File: src/rtl/core/ele_pkg.sv
// Shared types and constants for the epoch leader elector.
// Item payload structs, register indexes, reset values and the table
// request/status structs. No dependencies.
package ele_pkg;

	localparam int RANK_W     = 7;
	localparam int EPOCH_W    = 31;
	localparam int FIRST_W    = 16;
	localparam int STEP_W     = 8;
	localparam int CFG_IDX_W  = 3;
	localparam int CFG_DATA_W = 31;

	// register indexes
	localparam logic [CFG_IDX_W-1:0] REG_PEER_COUNT   = 3'd0;
	localparam logic [CFG_IDX_W-1:0] REG_OWN_RANK     = 3'd1;
	localparam logic [CFG_IDX_W-1:0] REG_OWN_EPOCH    = 3'd2;
	localparam logic [CFG_IDX_W-1:0] REG_FIRST_PERIOD = 3'd3;
	localparam logic [CFG_IDX_W-1:0] REG_PERIOD_STEP  = 3'd4;

	// item commands
	localparam logic CMD_HEARTBEAT = 1'b0;
	localparam logic CMD_TICK      = 1'b1;

	// reset values
	localparam logic [RANK_W-1:0]  RST_PEER_COUNT   = 7'd64;
	localparam logic [RANK_W-1:0]  RST_OWN_RANK     = 7'd1;
	localparam logic [EPOCH_W-1:0] RST_OWN_EPOCH    = 31'd1;
	localparam logic [FIRST_W-1:0] RST_FIRST_PERIOD = 16'd4;
	localparam logic [STEP_W-1:0]  RST_PERIOD_STEP  = 8'd2;

	typedef struct packed {
		logic               cmd;
		logic [RANK_W-1:0]  sender;
		logic [EPOCH_W-1:0] epoch;
	} in_item_t;

	typedef struct packed {
		logic [RANK_W-1:0] leader;
		logic              leader_changed;
		logic              send_heartbeats;
	} out_item_t;

	// request to the peer table: one-cycle pulses plus operands
	typedef struct packed {
		logic               hb;
		logic               scan;
		logic [RANK_W-1:0]  rank;
		logic [EPOCH_W-1:0] epoch;
		logic [RANK_W-1:0]  limit;
		logic [RANK_W-1:0]  own_rank;
		logic [EPOCH_W-1:0] own_epoch;
	} tbl_req_t;

	typedef struct packed {
		logic              done;
		logic [RANK_W-1:0] best_rank;
	} tbl_sts_t;

endpackage

File: src/rtl/core/ele_ram.sv
// Generic single-port-write, single-port-read RAM with registered read.
// Parameterised width and depth; no dependencies.
module ele_ram #(
	parameter int WIDTH = 31,
	parameter int DEPTH = 64
) (
	input  logic                                      clk,
	input  logic                                      we,
	input  logic [((DEPTH > 1) ? $clog2(DEPTH) : 1)-1:0] waddr,
	input  logic [WIDTH-1:0]                          wdata,
	input  logic [((DEPTH > 1) ? $clog2(DEPTH) : 1)-1:0] raddr,
	output logic [WIDTH-1:0]                          rdata
);
	logic [WIDTH-1:0] mem_q [DEPTH];

	always_ff @(posedge clk) begin
		if (we) begin
			mem_q[waddr] <= wdata;
		end
		rdata <= mem_q[raddr];
	end

endmodule

File: src/rtl/core/ele_table.sv
// Peer table: per-peer seen flags plus epoch RAM, heartbeat read-modify-write
// and the end-of-round sweep for the best candidate.
// Depends on ele_pkg and ele_ram.
module ele_table #(
	parameter int MAX_PEERS = 64
) (
	input  logic              clk,
	input  logic              arst_n,
	input  ele_pkg::tbl_req_t req,
	output ele_pkg::tbl_sts_t sts
);
	import ele_pkg::*;

	localparam int IW = (MAX_PEERS > 1) ? $clog2(MAX_PEERS) : 1;

	typedef enum logic [2:0] {ST_IDLE, ST_HB_WR, ST_SCAN, ST_DRAIN, ST_FIN} state_t;

	state_t               state_q;
	logic [MAX_PEERS-1:0] seen_q;
	logic [IW-1:0]        hb_idx_q;
	logic [EPOCH_W-1:0]   hb_epoch_q;
	logic [RANK_W-1:0]    cnt_q;
	logic [RANK_W-1:0]    limit_q;
	logic [RANK_W-1:0]    best_rank_q;
	logic [EPOCH_W-1:0]   best_epoch_q;
	logic                 v_s1;
	logic                 seen_s1;
	logic [RANK_W-1:0]    rank_s1;

	logic [IW-1:0]        hb_idx;
	logic [IW-1:0]        rd_addr;
	logic [EPOCH_W-1:0]   rd_data;
	logic                 we;
	logic                 better;
	logic [RANK_W-1:0]    cnt_nxt;

	assign hb_idx  = IW'(req.rank - 7'd1);
	assign cnt_nxt = cnt_q + 7'd1;
	assign rd_addr = (state_q == ST_SCAN) ? IW'(cnt_q) : hb_idx;
	// first heartbeat of the round always lands; later ones only if higher
	assign we      = (state_q == ST_HB_WR) && (!seen_q[hb_idx_q] || rd_data < hb_epoch_q);
	assign better  = seen_s1 && ((rd_data < best_epoch_q) ||
		((rd_data == best_epoch_q) && (rank_s1 > best_rank_q)));

	ele_ram #(
		.WIDTH(EPOCH_W),
		.DEPTH(MAX_PEERS)
	) u_epoch_ram (
		.clk  (clk),
		.we   (we),
		.waddr(hb_idx_q),
		.wdata(hb_epoch_q),
		.raddr(rd_addr),
		.rdata(rd_data)
	);

	always_ff @(posedge clk or negedge arst_n) begin
		if (!arst_n) begin
			state_q <= ST_IDLE;
			seen_q  <= '0;
			v_s1    <= 1'b0;
			cnt_q   <= '0;
		end else begin
			v_s1 <= (state_q == ST_SCAN);
			case (state_q)
				ST_IDLE: begin
					if (req.hb) begin
						state_q <= ST_HB_WR;
					end else if (req.scan) begin
						cnt_q   <= '0;
						state_q <= (req.limit == '0) ? ST_DRAIN : ST_SCAN;
					end
				end
				ST_HB_WR: begin
					seen_q[hb_idx_q] <= 1'b1;
					state_q          <= ST_IDLE;
				end
				ST_SCAN: begin
					cnt_q <= cnt_nxt;
					if (cnt_nxt == limit_q) begin
						state_q <= ST_DRAIN;
					end
				end
				ST_DRAIN: begin
					// last compare lands on this edge; new round starts empty
					seen_q  <= '0;
					state_q <= ST_FIN;
				end
				ST_FIN: begin
					state_q <= ST_IDLE;
				end
				default: begin
					state_q <= ST_IDLE;
				end
			endcase
		end
	end

	// payload registers
	always_ff @(posedge clk) begin
		if (state_q == ST_IDLE && req.hb) begin
			hb_idx_q   <= hb_idx;
			hb_epoch_q <= req.epoch;
		end
		if (state_q == ST_IDLE && !req.hb && req.scan) begin
			best_rank_q  <= req.own_rank;
			best_epoch_q <= req.own_epoch;
			limit_q      <= req.limit;
		end else if (v_s1 && better) begin
			best_rank_q  <= rank_s1;
			best_epoch_q <= rd_data;
		end
		seen_s1 <= seen_q[IW'(cnt_q)];
		rank_s1 <= cnt_nxt;
	end

	assign sts.done      = (state_q == ST_HB_WR) || (state_q == ST_FIN);
	assign sts.best_rank = best_rank_q;

endmodule

File: src/rtl/core/epoch_leader_elector.sv
// Top level of the epoch leader elector: handshakes, configuration
// registers, round timer and sequencing. Depends on ele_pkg and ele_table.
//
// One transaction in, one transaction out. The block handles one item at a
// time; the next item is taken as soon as the result sits in the output
// register, even if the consumer has not yet taken it. A heartbeat goes
// from acceptance to a loaded result through epoch RAM read, compare and
// write-back, and result load. A tick that does not end the round, or a
// heartbeat from an invalid sender, goes straight to the result load.
// A tick that ends the round sweeps the peer table, one rank per cycle
// through the epoch RAM read port. Per-peer epochs live in a RAM of
// MAX_PEERS entries; the seen-this-round flags are flops, cleared at reset
// and at every round end, so no clearing pass is needed after reset. The
// configuration port is always ready; write registers only while no
// transaction is outstanding. A write to peer_count also resets the
// trusted leader, and a write to first_period restarts the round. Round
// lengths saturate at 2^PERIOD_BITS-1.
module epoch_leader_elector #(
	parameter int MAX_PEERS   = 64,
	parameter int PERIOD_BITS = 16
) (
	input  logic                                clk,
	input  logic                                arst_n,
	input  logic                                in_valid,
	output logic                                in_ready,
	input  ele_pkg::in_item_t                   in_item,
	output logic                                out_valid,
	input  logic                                out_ready,
	output ele_pkg::out_item_t                  out_item,
	input  logic                                cfg_valid,
	output logic                                cfg_ready,
	input  logic [ele_pkg::CFG_IDX_W-1:0]       cfg_index,
	input  logic [ele_pkg::CFG_DATA_W-1:0]      cfg_data
);
	import ele_pkg::*;

	localparam int              SW      = ((PERIOD_BITS > STEP_W) ? PERIOD_BITS : STEP_W) + 1;
	localparam logic [32:0]     PMAX33  = (33'd1 << PERIOD_BITS) - 33'd1;
	localparam logic [SW-1:0]   PMAX_S  = SW'(PMAX33);
	localparam logic [8:0]      MAXP9   = 9'(MAX_PEERS);

	typedef enum logic [1:0] {ST_IDLE, ST_WAIT_HB, ST_WAIT_SCAN, ST_RESULT} state_t;

	// control state
	state_t                 state_q;
	logic                   out_valid_q;
	logic [RANK_W-1:0]      peer_count_q;
	logic [RANK_W-1:0]      own_rank_q;
	logic [EPOCH_W-1:0]     own_epoch_q;
	logic [STEP_W-1:0]      period_step_q;
	logic [RANK_W-1:0]      leader_q;
	logic [PERIOD_BITS-1:0] round_q;
	logic [PERIOD_BITS-1:0] ticks_q;
	logic                   changed_q;
	logic                   send_q;
	out_item_t              out_q;

	tbl_req_t               req;
	tbl_sts_t               sts;

	logic                   in_acc;
	logic                   cfg_acc;
	logic [RANK_W-1:0]      limit;
	logic                   sender_ok;
	logic                   round_end;
	logic [32:0]            fp_wide;
	logic [PERIOD_BITS-1:0] fp_clamped;
	logic [SW-1:0]          round_sum;
	logic [PERIOD_BITS-1:0] round_next;
	logic                   out_free;

	assign in_ready  = (state_q == ST_IDLE);
	assign cfg_ready = 1'b1;
	assign in_acc    = in_valid && in_ready;
	assign cfg_acc   = cfg_valid && cfg_ready;
	assign out_valid = out_valid_q;
	assign out_item  = out_q;
	assign out_free  = !out_valid_q || out_ready;

	// ranks 1..min(peer_count, MAX_PEERS) take part
	assign limit     = ({2'b00, peer_count_q} > MAXP9) ? RANK_W'(MAXP9) : peer_count_q;
	assign sender_ok = (in_item.sender != '0) && (in_item.sender <= limit);
	assign round_end = (ticks_q <= PERIOD_BITS'(1));

	// first_period write: clamp to the counter range
	assign fp_wide    = 33'(cfg_data[FIRST_W-1:0]);
	assign fp_clamped = (fp_wide > PMAX33) ? PERIOD_BITS'(PMAX33) : PERIOD_BITS'(fp_wide);

	// lengthened round on a leader change, saturating
	assign round_sum  = SW'(round_q) + SW'(period_step_q);
	assign round_next = (round_sum > PMAX_S) ? PERIOD_BITS'(PMAX_S) : PERIOD_BITS'(round_sum);

	// table requests go out in the accept cycle so the RAM read starts at once
	always_comb begin
		req           = '0;
		req.hb        = in_acc && (in_item.cmd == CMD_HEARTBEAT) && sender_ok;
		req.scan      = in_acc && (in_item.cmd == CMD_TICK) && round_end;
		req.rank      = in_item.sender;
		req.epoch     = in_item.epoch;
		req.limit     = limit;
		req.own_rank  = own_rank_q;
		req.own_epoch = own_epoch_q;
	end

	ele_table #(
		.MAX_PEERS(MAX_PEERS)
	) u_table (
		.clk   (clk),
		.arst_n(arst_n),
		.req   (req),
		.sts   (sts)
	);

	always_ff @(posedge clk or negedge arst_n) begin
		if (!arst_n) begin
			state_q        <= ST_IDLE;
			out_valid_q    <= 1'b0;
			peer_count_q   <= RST_PEER_COUNT;
			own_rank_q     <= RST_OWN_RANK;
			own_epoch_q    <= RST_OWN_EPOCH;
			period_step_q  <= RST_PERIOD_STEP;
			leader_q       <= RST_PEER_COUNT;
			round_q        <= PERIOD_BITS'(RST_FIRST_PERIOD);
			ticks_q        <= PERIOD_BITS'(RST_FIRST_PERIOD);
			changed_q      <= 1'b0;
			send_q         <= 1'b0;
		end else begin
			// a taken result is replaced below when the next one is ready
			if (out_valid_q && out_ready && state_q != ST_RESULT) begin
				out_valid_q <= 1'b0;
			end

			// register writes; the user writes only while idle, the block does not enforce it
			if (cfg_acc) begin
				case (cfg_index)
					REG_PEER_COUNT: begin
						peer_count_q <= cfg_data[RANK_W-1:0];
						leader_q     <= cfg_data[RANK_W-1:0];
					end
					REG_OWN_RANK: begin
						own_rank_q <= cfg_data[RANK_W-1:0];
					end
					REG_OWN_EPOCH: begin
						own_epoch_q <= cfg_data[EPOCH_W-1:0];
					end
					REG_FIRST_PERIOD: begin
						round_q        <= fp_clamped;
						ticks_q        <= fp_clamped;
					end
					REG_PERIOD_STEP: begin
						period_step_q <= cfg_data[STEP_W-1:0];
					end
					default: begin
					end
				endcase
			end

			case (state_q)
				ST_IDLE: begin
					if (in_acc) begin
						changed_q <= 1'b0;
						send_q    <= 1'b0;
						if (req.hb) begin
							state_q <= ST_WAIT_HB;
						end else if (req.scan) begin
							state_q <= ST_WAIT_SCAN;
						end else begin
							// ignored heartbeat or plain countdown tick
							if (in_item.cmd == CMD_TICK) begin
								ticks_q <= ticks_q - PERIOD_BITS'(1);
							end
							state_q <= ST_RESULT;
						end
					end
				end
				ST_WAIT_HB: begin
					if (sts.done) begin
						state_q <= ST_RESULT;
					end
				end
				ST_WAIT_SCAN: begin
					if (sts.done) begin
						send_q  <= 1'b1;
						state_q <= ST_RESULT;
						if (sts.best_rank != leader_q) begin
							leader_q  <= sts.best_rank;
							round_q   <= round_next;
							ticks_q   <= round_next;
							changed_q <= 1'b1;
						end else begin
							ticks_q <= round_q;
						end
					end
				end
				ST_RESULT: begin
					if (out_free) begin
						out_valid_q <= 1'b1;
						state_q     <= ST_IDLE;
					end
				end
				default: begin
					state_q <= ST_IDLE;
				end
			endcase
		end
	end

	// result payload
	always_ff @(posedge clk) begin
		if (state_q == ST_RESULT && out_free) begin
			out_q.leader          <= leader_q;
			out_q.leader_changed  <= changed_q;
			out_q.send_heartbeats <= send_q;
		end
	end

endmodule
File: config.mk
export PLATFORM = sky130hd
export DESIGN_NAME = epoch_leader_elector
export DESIGN_NICKNAME = d
export VERILOG_FILES = /design/src/rtl/core/ele_pkg.sv /design/src/rtl/core/ele_ram.sv /design/src/rtl/core/ele_table.sv /design/src/rtl/core/epoch_leader_elector.sv
export SDC_FILE = /design/constraint.sdc
export NUM_CORES = 2
export LEC_CHECK = 0
export BUFFER_PORTS_ARGS = -buffer_cell sky130_fd_sc_hd__buf_4
export CAP_MARGIN = 30
export CORE_ASPECT_RATIO = 0.5
export CORE_MARGIN = 1
export CORE_UTILIZATION = 30
export CTS_CLUSTER_SIZE = 12
export DETAILED_ROUTE_END_ITERATION = 10
export SYNTH_ARGS = -nofsm -noshare
export SYNTH_HDL_FRONTEND = slang
export SYNTH_HIERARCHICAL = 1
export SYNTH_SLANG_ARGS = --single-unit
File: constraint.sdc
create_clock -name clk -period 7.45 [get_ports clk]
set_input_delay 1.49 -clock clk [delete_from_list [all_inputs] [get_ports clk]]
set_output_delay 1.49 -clock clk [all_outputs]
set_load 0.01 [all_outputs]
After elaboration in Yosys (flattened, before gate mapping)
Memories as Yosys holds them, arrays and structs flattened. A register that Yosys moved wholly into a read port is not among the register bits.
Index checks and enable logic that the tools add are counted.

storage, ports and cells
  flip-flop bits (word level) = 271
  RAM bits = 1,984
  bits of input ports = 78
  output and inout bits = 12
  word-level logic and storage cells = 169
  memories kept = 1

operators by class
  add/subtract/negate cells = 4
  order comparisons = 11
  equal/unequal tests = 24
  muxes and demuxes = 59
  bitwise logic cells = 2
  reductions and logical operators = 43

memories
  memory                     depth  width  read ports  clocked after Yosys merged registers in  wr ports  RTL line       source
  u_table.u_epoch_ram.mem_q  64     31     1           1                                        1         ele_ram.sv:14  logic [WIDTH-1:0] mem_q [DEPTH];

operator list
  operator               number
  $mux 16                15
  $pmux 64 s2            1
  $mux 7                 10
  $or 64x64->64          1
  $lt 31x31->1           2
  $mux 31                2
  $pmux 16 s2            1
  $eq 31x31->1           1
  $add 16x8->17          1
  $gt 17x16->1 const B   1
  $logic_and 1x1->1      17
  $gt 16x16->1 const B   1
  $le 16x1->1 const B    1
  $sub 16x1->16 const B  1
  $lt 6x7->1 const B     2
  $mux 1                 14
  $pmux 7 s2             1
  $bmux 1 s6             2
  $eq 3x2->1 const B     4
  $ne 2x2->1 const B     6
  $reduce_and 2->1       5
  $mux 3                 3
  $pmux 3 s3             1
  $reduce_and 3->1       3
  29 further kinds       47

Depth between registers and ports, before layout
  depth after elaboration = 9
  gate-level depth with buffers = 15
  gate-level depth less buffers = 13

Cells and area by module
Netlist, hierarchy kept.

by module, submodules not included
  module                times used  cells an instance  area an instance (um^2)  sequential area each (um^2)
  ele_ram               1           3,418              76,305.7                 60,197.7
  ele_table             1           904                9,069.9                  4,499.3
  epoch_leader_elector  1           603                6,028.3                  2,706.3

Worst setup path before layout
OpenSTA, ideal clock, no wires.

  path type = register to register
  from = register u_table.hb_epoch_q[4]
  to = memory u_table.u_epoch_ram.mem_q[48][0] (enable)
  library setup time = 0.458 ns
  data arrival time = 5.115 ns
  data required time = 6.992 ns
  setup slack = 1.878 ns
  cell stages (with the launch flop) = 12
  buffers on the path = 0
  clock period less this slack = 5.572 ns
  path through = edfxtp_1 > inv_1 > ha_1 > a21o_1 > a21o_1 > a221oi_1 > o211ai_1 > a41oi_1 > o2bb2ai_1 > nor2b_1 > nand4b_1 > nor3_1

on the way
  cells in the longest elaborated chain, start to end = 5

ends and longest elaborated chain
  element                       RTL line          source
  from (decl)                   ele_table.sv:21   logic [EPOCH_W-1:0] hb_epoch_q;
  from (signal assigned)        ele_table.sv:103  hb_epoch_q <= req.epoch;
  $lt 31x31->1                  ele_table.sv:41   assign we = (state_q == ST_HB_WR) && (!seen_q[hb_idx_q] || rd_data < hb_epoch_q);
  $logic_or 1x1->1              ele_table.sv:41
  $logic_and 1x1->1             ele_table.sv:41
  named net u_table.we          ele_table.sv:33   logic we;
  $mux 1                        ele_ram.sv:17     if (we) begin
  $mux 1 (implied by the code)  ele_ram.sv:18     mem_q[waddr] <= wdata;
  to (decl)                     ele_ram.sv:14

The timed path passes the listed nets, and every way through them passes these cells.

Final worst setup path
  from = register u_table.hb_idx_q[2]
  to = memory u_table.u_epoch_ram.mem_q[28][26] (enable)

on the way
  cells in the longest elaborated chain, start to end = 7

ends and longest elaborated chain
  element                       RTL line          source
  from (decl)                   ele_table.sv:20   logic [IW-1:0] hb_idx_q;
  from (signal assigned)        ele_table.sv:102  hb_idx_q <= hb_idx;
  $bmux 1 s6                    ele_table.sv:41
  $mux 1 (implied by the code)  ele_table.sv:41
  $logic_not 1->1               ele_table.sv:41
  $logic_or 1x1->1              ele_table.sv:41
  $logic_and 1x1->1             ele_table.sv:41
  named net u_table.we          ele_table.sv:33
  $mux 1                        ele_ram.sv:17
  $mux 1 (implied by the code)  ele_ram.sv:18

The timed path passes the listed nets, and every way through them passes these cells. The select of a mux whose other input is x is not followed.

==> summary.md <==
| Metric | Value |
|---|---|
| GRT Overall Usage | 16.5% |
| Initial antenna violation count | 28 |
| Number of synthesized flops with an enable pin | 2075 |
| Static leakage power | 34.8 nW |
| Total Wirelength | 258 mm |
| RSZ-0062 raised after global routing | no |
| Post-CTS setup buffers | 0 |
| Core area | 301000 um^2 |
| Worst hold path class | reg2reg |
| Required time of the worst setup path | 7.99 ns |
| Max-cap violations | 0 |
| Syn Area/Cell | 18.6 um^2 |
| Post-synthesis mux area share | 14.9% |
| Pwr/cell area | 269 nW/um^2 |
| Clk sinks | 2286 |
| Post-synth cell types | 78 |
| P&R area growth vs syn | 14.8% |
| Fillers | 28200 |
| Pre-antenna DRT Iters | 6 |
| Synth Area in XOR/XNOR | 0.345% |
| Post-Syn Area | 91400 um^2 |
| Startpoint Class | flip-flop |
| H-Tree Depth | 4 |
| Run status | finished clean |
| Vias post-DR | 48600 |
| R2R Setup Slk | 2.08 ns |
| Compound-Gate Fraction of Synth Area | 4.79% |
| Port-buffer cells | 88 |
| Starting Density | 30.3% |
| Die Height | 392 um |
| Setup TNS | 0 ns |
| Slew margin rel. | 28.4% |
| Slew @ Worst Pin | 1.07 ns |
| HP Start | send_q |
| Row count | 142 |
| Post-detail-place hpwl | 163 mm |
| Maximum VDD drop | 199 uV |
| Pin count of the biggest net entering global routing | 117 |
| Wire per inst | 27.5 um |
| Final setup violation count | 0 |
| Syn nets | 5094 |
| Critical path arrival | 5.91 ns |
| Post-cts resize count | 0 |
| Gr ovfl total | 0 |
| Root buf cell | clkbuf_16 |
| # DRC | 0 |
| Setup crit end kind | flip-flop |
| WS Path Type | reg2reg |
| WHS Path Cells | 0 |
| Placed Cells incl. Taps | 9008 |
| Vias in the first global route | 47700 |
| Cts hold-fix bufs | 0 |
| Largest family of logic cells by synthesized area | multiplexers |
| Final ANT Viol Nets | 0 |
| Non-Filler Instances | 9372 |
| Peak Freq | 186 MHz |
| Bufs on Longest Clock Path | 3 |
| Die ar. | 307000 um^2 |
| #FFs+latches synth | 2286 |
| Max Slew Vio Count | 0 |
| Tcrit/Tclk final | 72.0% |
| Final hold slack | 0.480 ns |
| Cell count after synthesis | 4925 |
| Worst hold endpoint | out_item[0] |
| Share of layout cells above drive strength 1 | 21.6% |
| Area share of fa/ha/maj cells after synthesis | 1.25% |
| Fin. Hold Viols | 0 |
| Final core occ | 34.8% |
| 1st-iter DRT viols | 6038 |
| Avg Vias per Cell | 5.18 |
| Clk_lat worst skew | 0.87 ns |
| Worst Reg-to-Reg Cells | 11 |
| Nets | 5372 |
| Simple-gate share of the synthesized area | 3.23% |
| Ys async rst share | 7.52% |
| First-pass GRT wire length | 364 mm |
| Part of the Yosys area used for sequential elements | 73.7% |
| Clock-pin slew on the worst setup and hold paths | 0.06 ns |
| Total power | 28.2 mW |
| Minimum clock period | 5.37 ns |
| Ys flop type | edfxtp_1 |
| Ports | 90 |
| Syn. warnings | 6 |
| CTS Buf Count | 221 |
| CTS tree | done |
| Worst reg2reg path endpoint | u_table/u_epoch_ram/mem_q[28][26] |
| Worst Skew | 0.0586 ns |
| Die width | 783 um |
| Worst reg2reg path startpoint | u_table/hb_idx_q[2] |
| Crit-path max FO | 20 |
| Placer Congestion | 0.856 |
## area by class of cell
class | count | area, um^2 | area share (%)
clock inverters | 50 | 470 | 0.448
clock buffers | 306 | 5970 | 5.69
flip-flops and latches | 2286 | 67400 | 64.2
well taps | 4032 | 5040 | 4.81
repair buffers | 317 | 2620 | 2.50
multi-input cells | 2272 | 23000 | 21.9
inverters | 105 | 394 | 0.376
diodes | 4 | 10.0 | 0.00954
## cell usage after synthesis, drive strengths merged (18+ instances only)
master  count  area, um^2
a22oi     110         826
o211ai     18         135
nand4      25         156
a31oi      64         400
o31ai      32         240
nor2      197         739
dfxtp      39         781
mux2       64         721
ha         90        1130
mux4      423        9530
buf       129         729
o22ai      93         582
edfxtp   2075       62300
xnor2      25         219
nand3      31         155
a21o       43         323
nor3       39         195
and3       32         200
clkbuf    133         499
mux2i     333        3330
nand2     227         852
dfrtp     165        4130
o21ai     112         572
inv       103         387
a21oi     137         686
## stage by stage
step,setup WS [ns],cell area (um^2)
after floorplan,1.88,91400
after global placement,1.88,98300
after detailed placement,1.88,98400
after CTS,1.90,105000
after global routing,1.84,105000
final,2.08,105000
## where the power goes
part	leakage [nW]	internal (mW)	switching (mW)	total, mW
Clock	3.10	5.62	4.67	10.3
Sequential	21.1	14.4	0.486	14.9
Combinational	10.6	1.16	1.87	3.03
## sequential cells by signal (all words and copies together), names as in the netlist, 2 cells and up
name / flops
u_table/best_epoch_q: 31
u_table/u_epoch_ram/mem_q: 1984
u_table/state_q: 3
own_rank_q: 7
u_table/rank_s1: 7
out_item: 9
own_epoch_q: 31
u_table/hb_idx_q: 6
u_table/limit_q: 7
u_table/hb_epoch_q: 31
u_table/seen_q: 64
u_table/cnt_q: 7
ticks_q: 16
u_table/u_epoch_ram/rdata: 31
u_table/best_rank_q: 7
peer_count_q: 7
period_step_q: 8
leader_q: 7
round_q: 16
state_q: 2
## routing by layer
| layer | part of all wire (%) | global-route usage [%] | vias to the layer above |
|---|---|---|---|
| li1 | - | - | 20400 |
| met3 | 8.5 | 3.74 | 354 |
| met5 | 0.029 | 0 | - |
| met2 | 47 | 26.8 | 2023 |
| met4 | 3.1 | 5.08 | 8 |
| met1 | 41 | 22.1 | 25700 |
## layout by cell type, fill, tap and decap left out, types with 9 or more instances in the layout
| master | count |
|---|---|
| nor2b_1 | 14 |
| a21oi_1 | 132 |
| dfrtp_1 | 165 |
| nand2_1 | 227 |
| a21o_1 | 43 |
| buf_12 | 18 |
| edfxtp_1 | 2075 |
| dfxtp_1 | 39 |
| mux4_2 | 421 |
| clkbuf_1 | 77 |
| a31oi_1 | 64 |
| clkinv_1 | 26 |
| nor2_1 | 131 |
| inv_1 | 103 |
| buf_4 | 288 |
| nor4_1 | 10 |
| ha_1 | 90 |
| mux2i_1 | 333 |
| nand2b_1 | 15 |
| nor3_1 | 37 |
| o31ai_1 | 32 |
| nand3_1 | 31 |
| nor2_4 | 65 |
| xor2_1 | 11 |
| a22oi_1 | 110 |
| o21ai_0 | 108 |
| and3_1 | 32 |
| clkbuf_16 | 225 |
| and2_1 | 9 |
| o22ai_1 | 93 |
| clkinv_2 | 9 |
| nand4_1 | 25 |
| xnor2_1 | 25 |
| o211ai_1 | 18 |
| mux2_2 | 63 |
## cell families after synthesis
group | count (synthesis)
compound gates | 681
xor+xnor | 36
fa+ha+maj | 91
buf+inv | 367
flops | 2286
mux | 820
other cells | 1
simple gates | 643
## worst max-delay path, cell delays in order (launching register included)
cell and delay, ns:
edfxtp_1 0.89, buf_4 0.37, mux4_2 0.33, mux2_2 0.28
a2111oi_0 0.38, nand4_1 0.37, o2bb2ai_1 0.49, nor2b_1 0.32
nand2_1 0.29, buf_4 0.28, nor2_4 0.67, buf_4 0.37
## how the worst max path moves through the flow
stage,slack [ns],endpoint,depth (start not counted),from
after global routing,1.84,u_table/u_epoch_ram/mem_q[28][26],11,u_table/hb_idx_q[2]
after detailed placement,1.88,u_table/u_epoch_ram/mem_q[34][22],10,u_table/hb_idx_q[2]
after global placement,1.88,u_table/u_epoch_ram/mem_q[56][6],10,u_table/hb_idx_q[2]
after floorplan,1.88,u_table/u_epoch_ram/mem_q[48][0],11,u_table/hb_epoch_q[4]
after CTS,1.90,u_table/u_epoch_ram/mem_q[34][13],10,u_table/hb_idx_q[2]
final,2.08,u_table/u_epoch_ram/mem_q[28][26],11,u_table/hb_idx_q[2]
Power figures use the tool's default switching activity.
